### src/hw/rtl/mbd_pkg.sv
`timescale 1ns / 1ps
// ----------------------------------------------------------------------------
// mbd_pkg: shared definitions for the 2x2 box mip downsampler
// Sizes, register indexes and the request type carried from front to back.
// ----------------------------------------------------------------------------
package mbd_pkg;

  localparam int MAX_WIDTH    = 4096;
  localparam int HEIGHT_LIMIT = 4096;
  localparam int LINE_DEPTH   = MAX_WIDTH / 2;

  localparam int SIZE_W  = 13;
  localparam int COL_W   = $clog2(MAX_WIDTH);
  localparam int ROW_W   = $clog2(HEIGHT_LIMIT);
  localparam int IDX_W   = $clog2(LINE_DEPTH);
  localparam int CHAN_W  = 8;
  localparam int SUM_W   = CHAN_W + 1;
  localparam int NUM_CH  = 4;

  localparam int CFG_INDEX_W = 2;
  localparam logic [CFG_INDEX_W-1:0] REG_SRC_WIDTH  = CFG_INDEX_W'(0);
  localparam logic [CFG_INDEX_W-1:0] REG_SRC_HEIGHT = CFG_INDEX_W'(1);

  localparam int QUEUE_DEPTH = 4;
  localparam int QPTR_W      = $clog2(QUEUE_DEPTH);
  localparam int QCNT_W      = $clog2(QUEUE_DEPTH + 1);

  localparam logic [SIZE_W-1:0] SIZE_MIN   = SIZE_W'(2);
  localparam logic [SIZE_W-1:0] WIDTH_MAX  = SIZE_W'(MAX_WIDTH);
  localparam logic [SIZE_W-1:0] HEIGHT_MAX = SIZE_W'(HEIGHT_LIMIT);

  // One line store request: either store pair sums (even row) or read them
  // back and emit an averaged pixel (odd row).
  typedef struct packed {
    logic                           emit;
    logic [IDX_W-1:0]               idx;
    logic [NUM_CH-1:0][SUM_W-1:0]   sums;
    logic                           last;
  } mbd_req_t;

  function automatic logic [SIZE_W-1:0] clamp_size(input logic [SIZE_W-1:0] v,
                                                   input logic [SIZE_W-1:0] hi);
    logic [SIZE_W-1:0] r;
    r = v;
    if (v < SIZE_MIN) begin
      r = SIZE_MIN;
    end else if (v > hi) begin
      r = hi;
    end
    return r;
  endfunction

endpackage

### src/hw/rtl/mbd_queue.sv
`timescale 1ns / 1ps
// ----------------------------------------------------------------------------
// mbd_queue: request queue between front and back
// A small circular buffer so intake and line store work stall independently.
// ----------------------------------------------------------------------------
module mbd_queue (
  input  logic               clk,
  input  logic               rst,
  input  logic               push,
  input  mbd_pkg::mbd_req_t  push_req,
  output logic               q_full,
  input  logic               pop,
  output logic               q_valid,
  output mbd_pkg::mbd_req_t  q_req
);

  mbd_pkg::mbd_req_t              slots [mbd_pkg::QUEUE_DEPTH];
  logic [mbd_pkg::QPTR_W-1:0]     wr_ptr;
  logic [mbd_pkg::QPTR_W-1:0]     rd_ptr;
  logic [mbd_pkg::QCNT_W-1:0]     count;

  assign q_full  = (count == mbd_pkg::QCNT_W'(mbd_pkg::QUEUE_DEPTH));
  assign q_valid = (count != '0);
  assign q_req   = slots[rd_ptr];

  always_ff @(posedge clk) begin
    if (rst) begin
      wr_ptr <= '0;
      rd_ptr <= '0;
      count  <= '0;
    end else begin
      if (push) begin
        wr_ptr <= (wr_ptr == mbd_pkg::QPTR_W'(mbd_pkg::QUEUE_DEPTH - 1)) ?
                  '0 : wr_ptr + mbd_pkg::QPTR_W'(1);
      end
      if (pop) begin
        rd_ptr <= (rd_ptr == mbd_pkg::QPTR_W'(mbd_pkg::QUEUE_DEPTH - 1)) ?
                  '0 : rd_ptr + mbd_pkg::QPTR_W'(1);
      end
      if (push && !pop) begin
        count <= count + mbd_pkg::QCNT_W'(1);
      end else if (pop && !push) begin
        count <= count - mbd_pkg::QCNT_W'(1);
      end
    end
  end

  always_ff @(posedge clk) begin
    if (push) begin
      slots[wr_ptr] <= push_req;
    end
  end

endmodule

### config.mk
export PLATFORM = sky130hd
export DESIGN_NAME = mbd_queue
export DESIGN_NICKNAME = d
export VERILOG_FILES = /design/src/hw/rtl/mbd_pkg.sv /design/src/hw/rtl/mbd_queue.sv
export SDC_FILE = /design/constraint.sdc
export NUM_CORES = 1
export LEC_CHECK = 0
export ABC_AREA = 1
export BUFFER_PORTS_ARGS = -buffer_cell sky130_fd_sc_hd__buf_2
export CAP_MARGIN = 20
export CORE_ASPECT_RATIO = 0.7
export CORE_MARGIN = 10
export CORE_UTILIZATION = 60
export CTS_CLUSTER_SIZE = 8
export DETAILED_ROUTE_END_ITERATION = 7
export MAX_ROUTING_LAYER = met4
export PLACE_DENSITY = 0.83
export SYNTH_ARGS = -nofsm -noshare
export SYNTH_HDL_FRONTEND = slang
export SYNTH_SLANG_ARGS = --single-unit
### constraint.sdc
create_clock -name clk -period 4.81 [get_ports clk]
set_input_delay 0.2405 -clock clk [delete_from_list [all_inputs] [get_ports clk]]
set_output_delay 0.2405 -clock clk [all_outputs]
set_load 0.01 [all_outputs]
* Word-level counts from Yosys, hierarchy flattened
Memories as Yosys holds them, arrays and structs flattened. A register that Yosys moved wholly into a read port is not among the register bits. Index checks and enable logic that the tools add are counted.
Storage, ports and cells: flip-flop bits (word level) 7, RAM bits 196, input bits 53, output and inout bits 51, word-level logic and storage cells 25, memories kept 1
Memory list:
- slots | depth 4, bits a word 49, read ports 1, clocked after memory_dff 1, wr ports 1, RTL line mbd_queue.sv:17 | mbd_pkg::mbd_req_t slots [mbd_pkg::QUEUE_DEPTH];
Cells by class: add/sub/neg operators 4, equal/unequal tests 3, muxes and demuxes 8, reductions and logical operators 6
Operators with widths (number):
- 2-bit two-way mux | 4
- 3-bit two-way mux | 2
- 2-bit by 1-bit adder with 2-bit output, second input constant | 2
- 2-bit == test, second input constant | 2
- 3-bit by 1-bit adder with 3-bit output, second input constant | 1
- 3-bit == test, second input constant | 1
- 3-bit nonzero test | 1
- 3-bit by 1-bit subtractor with 3-bit output, second input constant | 1
- 1-bit logical AND | 2
- 1-bit zero test | 2
- 1-bit two-way mux | 2
- 2-bit nonzero test | 1

* Logic depth before layout (Yosys ltp)
word-level depth 4, gate-level depth with buffers 10, depth with buffers taken out 10

* Worst setup path after synthesis
No wires, ideal clock.
path kind register to register, start reg wr_ptr[0] (netlist name), end mem slots[3][0] (netlist name), enable pin, library setup time 0.403 ns, data arrival time 1.548 ns, required time 4.407 ns, path slack 2.859 ns, stages on the path, launching flop included 4, path buffers 0, period minus slack after synthesis 1.951 ns, cell sequence dfxtp_1 -> ha_1 -> nand2_1 -> inv_1
RTL lines:
- start: declaration | RTL line mbd_queue.sv:18 | logic [mbd_pkg::QPTR_W-1:0] wr_ptr;
- start signal: assignment | RTL line mbd_queue.sv:33 | wr_ptr <= (wr_ptr == mbd_pkg::QPTR_W'(mbd_pkg::QUEUE_DEPTH - 1)) ?
- end: declaration | RTL line mbd_queue.sv:17
Straight into the memory's write port.

==> results.yml <==
cts:
  post_cts_buffers: 0
  cts_tree: "built"
  cts_made_buffers: 29
  cts.path.max_buffers: 3
  cts_root_buffer: "clkbuf_16"
  clkLatencyLatePin_ps: 510
  post_cts_resized: 0
  clock_sinks: 205
  htreeDepth: 1
  clkSlewWorstSetupHoldPaths_ps: 50
timing:
  clock.fmax_mhz: 343
  tns_ps: 0
  period_share_pct: 60.6
  fin_skew_ps: 9.62
  final-setup-viol-count: 0
  hold_viol_final: 0
  final_max_slew_viol_count: 0
  rsz0062_at_grt: "no"
  tightest_slew_ps: 1010
  slew_headroom_pct: 32.9
  fin_crit_ps: 2910
critical_path:
  critPathRequiredTime_ps: 4570
  r2r-end: "slots[3][35]"
  r2r-start: "wr_ptr[0]"
  r2r_cells: 4
  crit_arrival_ps: 2670
  r2r_setup_slack_ps: 2840
  endpoint_kind: "primary output"
  crit_path_start_kind: "flop"
  worstSetupPathType: "reg2out"
  cp_max_fo: 99
route:
  dr.pass1.iters: 5
  num_vias: 5093
  drc: 0
  drt_iter0_drc: 577
  ant_nets: 0
  wire_per_inst_microns: 20.0
  finalWirelength_mm: 17.5
  vias_per_cell: 5.83
power_and_ir_drop:
  ir_drop_v: 0.000326
  powerDensity_nw_per_um2: 445
  power_leakage_nw: 3.48
global_routing:
  grt_pass1_wl_mm: 27.6
  globalRouteOverflowTotal: 0
  first_global_vias: 5337
  antenna_found_initial: 0
  grt_start_max_net_pins: 100
  grt_use_total_pct: 19.8
hold_path:
  holdPathEnd: "wr_ptr[1]"
  hp-start: "push"
  min_path_type: "in2reg"
  min_path_cells: 3
logic_synthesis:
  synth_top_area_cell: "edfxtp_1"
  synth_area_leaders: "edfxtp_1 (76%), o21ai_0 (6.5%), nor2_1 (5.2%)"
  ys_types: 22
  yosysMostFrequentCell: "edfxtp_1"
  synth_top_area_share_pct: 76.2
  synth_area_sq_um: 7720
  synth_ff_type: "edfxtp_1"
  syn_inst: 534
  synth_edf_count: 196
  ys_seq_area_share_pct: 78.6
  async_flop_share_pct: 0
  ys_ff_latch: 205
  avgSynthCellArea_sq_um: 14.5
  syn-num-nets: 594
  synth_common_cells: "edfxtp_1 (196), nor2_1 (107), o21ai_0 (100)"
  ys_warn_count: 0
floorplan:
  die_w_microns: 156
  rows: 34
  io_pins: 104
  start_util_pct: 61.7
  die-area_sq_um: 17900
  core_region_area_sq_um: 12500
  fp.dieH_microns: 115
run_status:
  outcome: "finished clean"
final_layout:
  drive_above_1_share_pct: 20.4
  fin_util_pct: 76.7
  nets: 751
  diodes: 0
  syn_to_final_growth_pct: 24.2
placement:
  gp_congestion: 0.803
  numPortBuffers: 103
  hpwl_mm: 9.45
job:
  max_cap_viol_count: 0
[critical path, stage by stage (launching register included)]
cell     delay [ps]
dfxtp_4         970
inv_6           460
o21ai_0         330
o22ai_1         140
buf_2           160
[through the flow]
step | hold slack, ps | power [W] | setup slack, ps | instance area, sq um | instances
after global placement | 450 | 0.00246 | 2540 | 8280 | 772
after detailed placement | 455 | 0.00248 | 2470 | 8280 | 772
after global routing | 105 | 0.00442 | 1710 | 9590 | 874
after floorplan | 313 | 0.00232 | 2860 | 7720 | 534
final | 103 | 0.00427 | 1900 | 9590 | 874
after CTS | 58.6 | 0.00429 | 1900 | 9590 | 874
[report_power, final]
part           leakage [nW]  internal, W  switching (W)
combinational          1.21     0.000148       0.000238
clock                 0.387      0.00112       0.000677
sequential             1.88      0.00204      0.0000503
total                  3.48      0.00331       0.000965
[repair_timing]
item                                   in CTS  in global routing
hold buffers                               50                  0
setup endpoints to repair                   0                  0
endpoints found under the hold margin     200                  0
[sequential cells by signal (all words and copies together) (netlist names), named ones only]
register and flops:
count 3, wr_ptr 2, rd_ptr 2, slots 196
[worst max path at each step]
stage,start,end,cells past startpoint
final,flop,q_req[46],4
after floorplan,wr_ptr[0],slots[3][0],3
after CTS,flop,q_req[46],4
after global placement,flop,q_req[42],4
after global routing,flop,q_req[46],4
after detailed placement,flop,q_req[42],4
[cells in the final DEF, fill, tap and decap left out]
cell	n
buf_2	103
clkbuf_1	22
nand4_1	1
fa_1	1
o21ai_0	100
o22ai_1	49
o21ai_1	1
nor2_1	107
ha_1	6
clkbuf_16	29
clkinv_2	1
inv_2	5
nand2_1	9
nand3_1	1
dfxtp_2	1
dlygate4sd3_1	50
inv_6	1
buf_4	4
nor3_1	3
inv_1	10
dfxtp_1	7
a21oi_1	3
xor2_1	1
dfxtp_4	1
edfxtp_1	196
[metal layers]
layer	routed length (microns)	vias to the layer above	track usage [%]
met4	295	0	6.22
met5	0	-	-
met3	1450	33	4.59
met2	8670	281	31.8
li1	-	2311	-
met1	7090	2468	24.7
[logic make-up after synthesis]
family	count (synthesis)	synth area share, %
DFF	205	78.6
AOI/OAI and AO/OA	153	10.7
buffers and inverters	47	3.39
and+or+nand+nor	121	5.98
xor gates and xnor gates	1	0.113
adders and majority gates	7	1.23
[final cells by class]
type,instances,area (sq um)
fill,725,2920
multi-input combinational,282,1390
clock inverter,1,5.00
timing repair buffer,157,1050
tap,162,203
clock buffer,51,808
sequential,205,6070
inverter,16,65.1
(Power assumes the default switching activity.)
