**src/hw/rtl/mbd_pkg.sv**
```systemverilog
`timescale 1ns / 1ps
// ----------------------------------------------------------------------------
// mbd_pkg: shared definitions for the 2x2 box mip downsampler
// Sizes, register indexes and the request type carried from front to back.
// ----------------------------------------------------------------------------
package mbd_pkg;

  localparam int MAX_WIDTH    = 4096;
  localparam int HEIGHT_LIMIT = 4096;
  localparam int LINE_DEPTH   = MAX_WIDTH / 2;

  localparam int SIZE_W  = 13;
  localparam int COL_W   = $clog2(MAX_WIDTH);
  localparam int ROW_W   = $clog2(HEIGHT_LIMIT);
  localparam int IDX_W   = $clog2(LINE_DEPTH);
  localparam int CHAN_W  = 8;
  localparam int SUM_W   = CHAN_W + 1;
  localparam int NUM_CH  = 4;

  localparam int CFG_INDEX_W = 2;
  localparam logic [CFG_INDEX_W-1:0] REG_SRC_WIDTH  = CFG_INDEX_W'(0);
  localparam logic [CFG_INDEX_W-1:0] REG_SRC_HEIGHT = CFG_INDEX_W'(1);

  localparam int QUEUE_DEPTH = 4;
  localparam int QPTR_W      = $clog2(QUEUE_DEPTH);
  localparam int QCNT_W      = $clog2(QUEUE_DEPTH + 1);

  localparam logic [SIZE_W-1:0] SIZE_MIN   = SIZE_W'(2);
  localparam logic [SIZE_W-1:0] WIDTH_MAX  = SIZE_W'(MAX_WIDTH);
  localparam logic [SIZE_W-1:0] HEIGHT_MAX = SIZE_W'(HEIGHT_LIMIT);

  // One line store request: either store pair sums (even row) or read them
  // back and emit an averaged pixel (odd row).
  typedef struct packed {
    logic                           emit;
    logic [IDX_W-1:0]               idx;
    logic [NUM_CH-1:0][SUM_W-1:0]   sums;
    logic                           last;
  } mbd_req_t;

  function automatic logic [SIZE_W-1:0] clamp_size(input logic [SIZE_W-1:0] v,
                                                   input logic [SIZE_W-1:0] hi);
    logic [SIZE_W-1:0] r;
    r = v;
    if (v < SIZE_MIN) begin
      r = SIZE_MIN;
    end else if (v > hi) begin
      r = hi;
    end
    return r;
  endfunction

endpackage

```
**src/hw/rtl/mbd_front.sv**
```systemverilog
`timescale 1ns / 1ps
// ----------------------------------------------------------------------------
// mbd_front: pixel intake and classification
// Tracks raster position, pairs even and odd columns into pair sums, and
// issues store or emit requests to the queue. Holds the size registers.
// ----------------------------------------------------------------------------
module mbd_front (
  input  logic                              clk,
  input  logic                              rst,
  input  logic                              in_valid,
  output logic                              in_stall,
  input  logic [mbd_pkg::CHAN_W-1:0]        red,
  input  logic [mbd_pkg::CHAN_W-1:0]        green,
  input  logic [mbd_pkg::CHAN_W-1:0]        blue,
  input  logic [mbd_pkg::CHAN_W-1:0]        alpha,
  input  logic                              cfg_valid,
  output logic                              cfg_ready,
  input  logic [mbd_pkg::CFG_INDEX_W-1:0]   cfg_index,
  input  logic [mbd_pkg::SIZE_W-1:0]        cfg_data,
  input  logic                              q_full,
  output logic                              push,
  output mbd_pkg::mbd_req_t                 push_req
);

  logic [mbd_pkg::SIZE_W-1:0]                        width;
  logic [mbd_pkg::SIZE_W-1:0]                        height;
  logic [mbd_pkg::COL_W-1:0]                         column_count;
  logic [mbd_pkg::ROW_W-1:0]                         row_count;
  logic [mbd_pkg::NUM_CH-1:0][mbd_pkg::CHAN_W-1:0]   held_pixel;
  logic [mbd_pkg::NUM_CH-1:0][mbd_pkg::CHAN_W-1:0]   pix;
  logic [mbd_pkg::SIZE_W-1:0]                        col_ext;
  logic [mbd_pkg::SIZE_W-1:0]                        row_ext;
  logic                                              accept;
  logic                                              in_block;
  logic                                              col_wrap;
  logic                                              row_wrap;

  assign cfg_ready = 1'b1;
  assign in_stall  = q_full;
  assign accept    = in_valid && !in_stall;

  assign pix     = {alpha, blue, green, red};
  assign col_ext = mbd_pkg::SIZE_W'(column_count);
  assign row_ext = mbd_pkg::SIZE_W'(row_count);

  // Odd column inside the even-sized area closes a 2x1 pair.
  assign in_block = column_count[0] &&
                    (col_ext < {width[mbd_pkg::SIZE_W-1:1], 1'b0}) &&
                    (row_ext < {height[mbd_pkg::SIZE_W-1:1], 1'b0});

  assign col_wrap = (col_ext + mbd_pkg::SIZE_W'(1)) >= width;
  assign row_wrap = (row_ext + mbd_pkg::SIZE_W'(1)) >= height;

  assign push = accept && in_block;

  always_comb begin
    push_req.emit = row_count[0];
    push_req.idx  = column_count[mbd_pkg::COL_W-1:1];
    for (int ch = 0; ch < mbd_pkg::NUM_CH; ch++) begin
      push_req.sums[ch] = {1'b0, held_pixel[ch]} + {1'b0, pix[ch]};
    end
    push_req.last = ((col_ext >> 1) == ((width >> 1) - mbd_pkg::SIZE_W'(1))) &&
                    ((row_ext >> 1) == ((height >> 1) - mbd_pkg::SIZE_W'(1)));
  end

  always_ff @(posedge clk) begin
    if (rst) begin
      width        <= mbd_pkg::SIZE_MIN;
      height       <= mbd_pkg::SIZE_MIN;
      column_count <= '0;
      row_count    <= '0;
    end else if (cfg_valid && cfg_ready) begin
      // Any write, known index or not, restarts the level.
      if (cfg_index == mbd_pkg::REG_SRC_WIDTH) begin
        width <= mbd_pkg::clamp_size(cfg_data, mbd_pkg::WIDTH_MAX);
      end else if (cfg_index == mbd_pkg::REG_SRC_HEIGHT) begin
        height <= mbd_pkg::clamp_size(cfg_data, mbd_pkg::HEIGHT_MAX);
      end
      column_count <= '0;
      row_count    <= '0;
    end else if (accept) begin
      if (col_wrap) begin
        column_count <= '0;
        row_count    <= row_wrap ? '0 : row_count + mbd_pkg::ROW_W'(1);
      end else begin
        column_count <= column_count + mbd_pkg::COL_W'(1);
      end
    end
  end

  always_ff @(posedge clk) begin
    if (accept && !column_count[0]) begin
      held_pixel <= pix;
    end
  end

endmodule

```
**config.mk**
```make
export PLATFORM = sky130hd
export DESIGN_NAME = mbd_front
export DESIGN_NICKNAME = d
export VERILOG_FILES = /design/src/hw/rtl/mbd_pkg.sv /design/src/hw/rtl/mbd_front.sv
export SDC_FILE = /design/constraint.sdc
export NUM_CORES = 1
export LEC_CHECK = 0
export BUFFER_PORTS_ARGS = -buffer_cell sky130_fd_sc_hd__buf_2
export CORE_MARGIN = 2
export CORE_UTILIZATION = 58
export CTS_CLUSTER_DIAMETER = 60
export DETAILED_ROUTE_END_ITERATION = 6
export PLACE_DENSITY = 0.82
export SYNTH_ARGS = -nofsm -noshare
export SYNTH_HDL_FRONTEND = slang
export SYNTH_SLANG_ARGS = --single-unit
```
**constraint.sdc**
```tcl
create_clock -name clk -period 4.25 [get_ports clk]
set_input_delay 0.2125 -clock clk [delete_from_list [all_inputs] [get_ports clk]]
set_output_delay 0.2125 -clock clk [all_outputs]
set_load 0.05 [all_outputs]
```
# Word-level counts from Yosys, hierarchy flattened
# Cells that the tools add are included.
# classes
n_lt_le_gt_ge	6
bitwise_logic	1
muxes	4
eq_ne	3
add_sub_neg	10
n_reduce_logical	13
# op_table
operator	count
$add A8 B8 Y9	4
$add A12 B1 Y13 const B	2
$eq A11 B13 Y1	2
$ge A13 B13 Y1	2
$lt A12 B13 Y1	2
$mux W13	2
$sub A12 B1 Y13 const B	2
$add A12 B1 Y12 const B	2
$mux W12	2
$gt A13 B13 Y1 const B	1
$lt A13 B2 Y1 const B	1
$logic_and A1 B1 Y1	6
$reduce_and A2 Y1	2
$reduce_and A3 Y1	1
$eq A2 B1 Y1 const B	1
$logic_not A1 Y1	2
$logic_not A2 Y1	1
$reduce_or A2 Y1	1
$not A1 Y1	1
# totals
regBits	82
output_inout_bits	52
inputBits	52

# Depth between registers and ports, before layout
# logic_depth
ltp_word	4
depth_mapped	15

# Worst setup path after synthesis
# No wires, ideal clock.
# synth_timing
path_type	register -> output
start	register height[2] (netlist bit)
end	output push_req[0] (netlist bit)
path_slack_ps	883
path_stages_with_launch	9
t_arrival_ps	3155
t_required_ps	4038
path_cell_list	dfxtp_1 -> inv_1 -> ha_1 -> or4b_4 -> nor4_1 -> xnor2_1 -> nand4_1 -> or4_1 -> nor4_2
# synth_rtl
element	line_no	source
start, declared	mbd_front.sv:26	logic [mbd_pkg::SIZE_W-1:0] height;
start signal, assigned	mbd_front.sv:69	height <= mbd_pkg::SIZE_MIN;
start signal, assigned	mbd_front.sv:77	height <= mbd_pkg::clamp_size(cfg_data, mbd_pkg::HEIGHT_MAX);
end, declared	mbd_front.sv:22	output mbd_pkg::mbd_req_t push_req

# Worst setup path in the final report
# layout_timing
start	register column_count[0] (netlist bit)
end	register column_count[5] (netlist bit)
# layout_between
elab_chain_cells	3
word_cells_on_any_way	4
cone_classes	add/sub: 2; order compare: 1; mux: 1
# layout_rtl
element	line_no	source
start, declared	mbd_front.sv:27	logic [mbd_pkg::COL_W-1:0] column_count;
start signal, assigned	mbd_front.sv:86	column_count <= column_count + mbd_pkg::COL_W'(1);
$add A12 B1 Y13	mbd_front.sv:51	assign col_wrap = (col_ext + mbd_pkg::SIZE_W'(1)) >= width;
$ge A13 B13 Y1	mbd_front.sv:51	
$mux W12 (*)	mbd_front.sv:82	if (col_wrap) begin
# Every way passes the cells marked *; elsewhere a longest branch is shown, timed or not.
# A chain may end at the register's enable or synchronous reset.

==> out/qor.yml <==
clock_network:
  cts_tree: "yes"
  ctsResizeCount: 0
  cts.sinks: 82
  clock_path_buffers: 2
  clkTransAtPathRegs_ns: 0.08
  cts_root_buf: "clkbuf_8"
  clkLatencyLatePin_ns: 0.36
  htreeDepth: 3
  cts_buffers: 9
  postCtsHoldBufs: 0
  cts_setup_buffers: 0
global_route:
  overflow: 0
  grt_pass1_vias: 5230
  grtUsageTotal_pct: 25.2
  grt_pass1_wl_um: 23700
  grt_max_degree: 33
  grt_antenna_before_repair: 0
yosys:
  synth_fp_nets: 876
  synth_flop_cell: "dfxtp_1"
  synth.avg_cell_area_um2: 8.58
  yosysSeqAreaShare_pct: 31.1
  synth_edf_count: 32
  syn_inst: 736
  yosys.cell_types.count: 55
  synth_area_um2: 6310
  ys_seq_elements: 82
  yosys_warnings: 0
  synthArstFlopShare_pct: 0
worst_setup_path:
  path_buf_inv: 0
  critPathCaptureType: "flop"
  r2r-start: "column_count[0]"
  path_delay_family: "compound AO/OA/AOI/OAI gates"
  worst_ep_arrival_time_ns: 3.90
  critPathMaxFanout: 12
  slowest_stage: "o21ai_0"
  crit_required_ns: 4.45
  critPathKind: "flop to flop"
  critPathLaunch: "column_count[0]"
  start_kind: "flop"
  slowest_delay_ns: 0.98
  path_cells: "ha_1 > and3_1 > and3_1 > and3_1 > xor2_1 > ha_1 > nand2_1 > o21ai_0 > a21oi_1 > o21ai_0 > nor2b_1 > o21ai_0 > o31ai_1"
sta:
  slew_violations: 0
  finalSetupViolCount: 0
  finalCritPeriodShare_pct: 86.9
  tightestPinTransition_ns: 1.26
  period_minus_slack_ns: 3.70
  maxSlewHeadroom_pct: 15.0
  fmax_mhz: 271
  final.setup.tns_ns: 0
  rsz0062_at_grt: "false"
  clock_skew_ns: 0.0120
  hold_viol: 0
final_layout:
  fin_cells: 957
  final_cell_area_um2: 7030
  drive_gt1_share_pct: 16.4
  layout_commonest_cell: "buf_2"
  final_cell_mix: "102 x buf_2, 84 x ha_1, 69 x nand2_1, 64 x a21oi_1, 53 x inv_1"
  fillCellCount: 878
  num_antenna_cells: 0
  fin_nets: 952
  area_growth_syn_to_layout_pct: 11.4
floorplan:
  die_width_um: 108
  die_h_um: 108
  core_area_um2: 10700
  dieArea_um2: 11700
  pin_count: 104
  initial_core_util_pct: 58.8
  rows: 38
pwr:
  power_mw: 2.11
  powerDensity_nw_per_um2: 301
  power.leakage_nw: 3.14
  vdd.ir_drop.worst_mv: 0.191
flow_run:
  max_cap_violations: 0
min_path:
  hp-start: "blue[7]"
  holdCritPathClass: "primary input to flop"
routing:
  drtIter0Drc: 311
  drc_errors: 0
  routedWlPerCell_um: 15.1
  ant_nets: 0
  vias: 5486
  wirelength_um: 14500
  dr.pass1.iters: 5
  vias_per_cell: 5.73
run_status:
  outcome: "completed"
placed_design:
  place_area_um2: 6800
  io_buffers: 102
  place_congestion: 0.943
  place_hpwl_um: 11500
  placedCellCount: 941
-- final timing paths --
check	slack [ns]	cells past startpoint	end
worst max-delay path	0.55	13	column_count[5]
worst min-delay path	0.05	1	held_pixel[23]
worst max register to register	0.55	13	column_count[5]
worst min register to register	0.49	2	width[9]
-- Yosys cell counts (8+ instances only) --
cell | number | area [um2]
inv_1 | 53 | 199
or2_2 | 8 | 50.1
ha_1 | 84 | 1050
buf_4 | 14 | 105
nor2_1 | 37 | 139
and3_1 | 16 | 100
nand3_1 | 30 | 150
xnor2_1 | 34 | 298
nor2b_1 | 18 | 113
nand2_1 | 69 | 259
edfxtp_1 | 32 | 961
o21ai_0 | 41 | 205
nand2b_1 | 19 | 119
nor3_1 | 19 | 95.1
dfxtp_1 | 50 | 1000
a21oi_1 | 64 | 320
clkbuf_1 | 22 | 82.6
xor2_1 | 35 | 307
-- stage by stage --
step | setup slack (ns) | hold slack [ns] | utilization (%)
after floorplan | 0.883 | 0.311 | -
after global placement | 0.718 | 0.407 | 63.3
after detailed placement | 0.567 | 0.412 | 63.3
after CTS | 0.559 | 0.0336 | 65.4
after global routing | 0.114 | 0.0340 | 65.4
final | 0.555 | 0.0455 | 65.4
-- registers in the layout, indices dropped and copies added, names as in the netlist --
name          cells
column_count     12
height           13
held_pixel       32
row_count        12
width            13
-- final cells by class --
type / count / area (um2) / area share [%]
flip-flops and latches: 82 / 1960 / 27.9
inverters: 53 / 199 / 2.83
clock inverters: 6 / 105 / 1.49
clock buffers: 10 / 128 / 1.81
multi-input cells: 563 / 3950 / 56.1
well taps: 140 / 175 / 2.49
repair buffers: 103 / 518 / 7.37
-- where the power goes --
| group | switching, mW | internal [mW] |
|---|---|---|
| Sequential | 0.0166 | 0.840 |
| Clock | 0.283 | 0.387 |
| Combinational | 0.407 | 0.181 |
| Total | 0.707 | 1.41 |
-- metal layers --
layer / share of wire, % / up-vias / track usage, %
li1: - / 2724 / -
met5: 0 / - / 0
met2: 47 / 178 / 42.7
met4: 2.2 / 0 / 10.2
met3: 5.8 / 27 / 3.32
met1: 45 / 2557 / 32.6
-- cells by family (layout without fill, tap and decap cells) --
group                    after synthesis  after routing  share of synthesized area [%]
AND/OR/NAND/NOR                      248            248                           20.2
AO/OA/AOI/OAI                        156            156                           14.6
buffers and inverters                 91            172                           6.48
adder cells (fa/ha/maj)               88             88                           17.9
flip-flops                            82             82                           31.1
XOR/XNOR                              69             69                           9.57
other                                  1              1                         0.0594
multiplexers                           1              1                          0.178
Power figures use the tool's default switching activity.
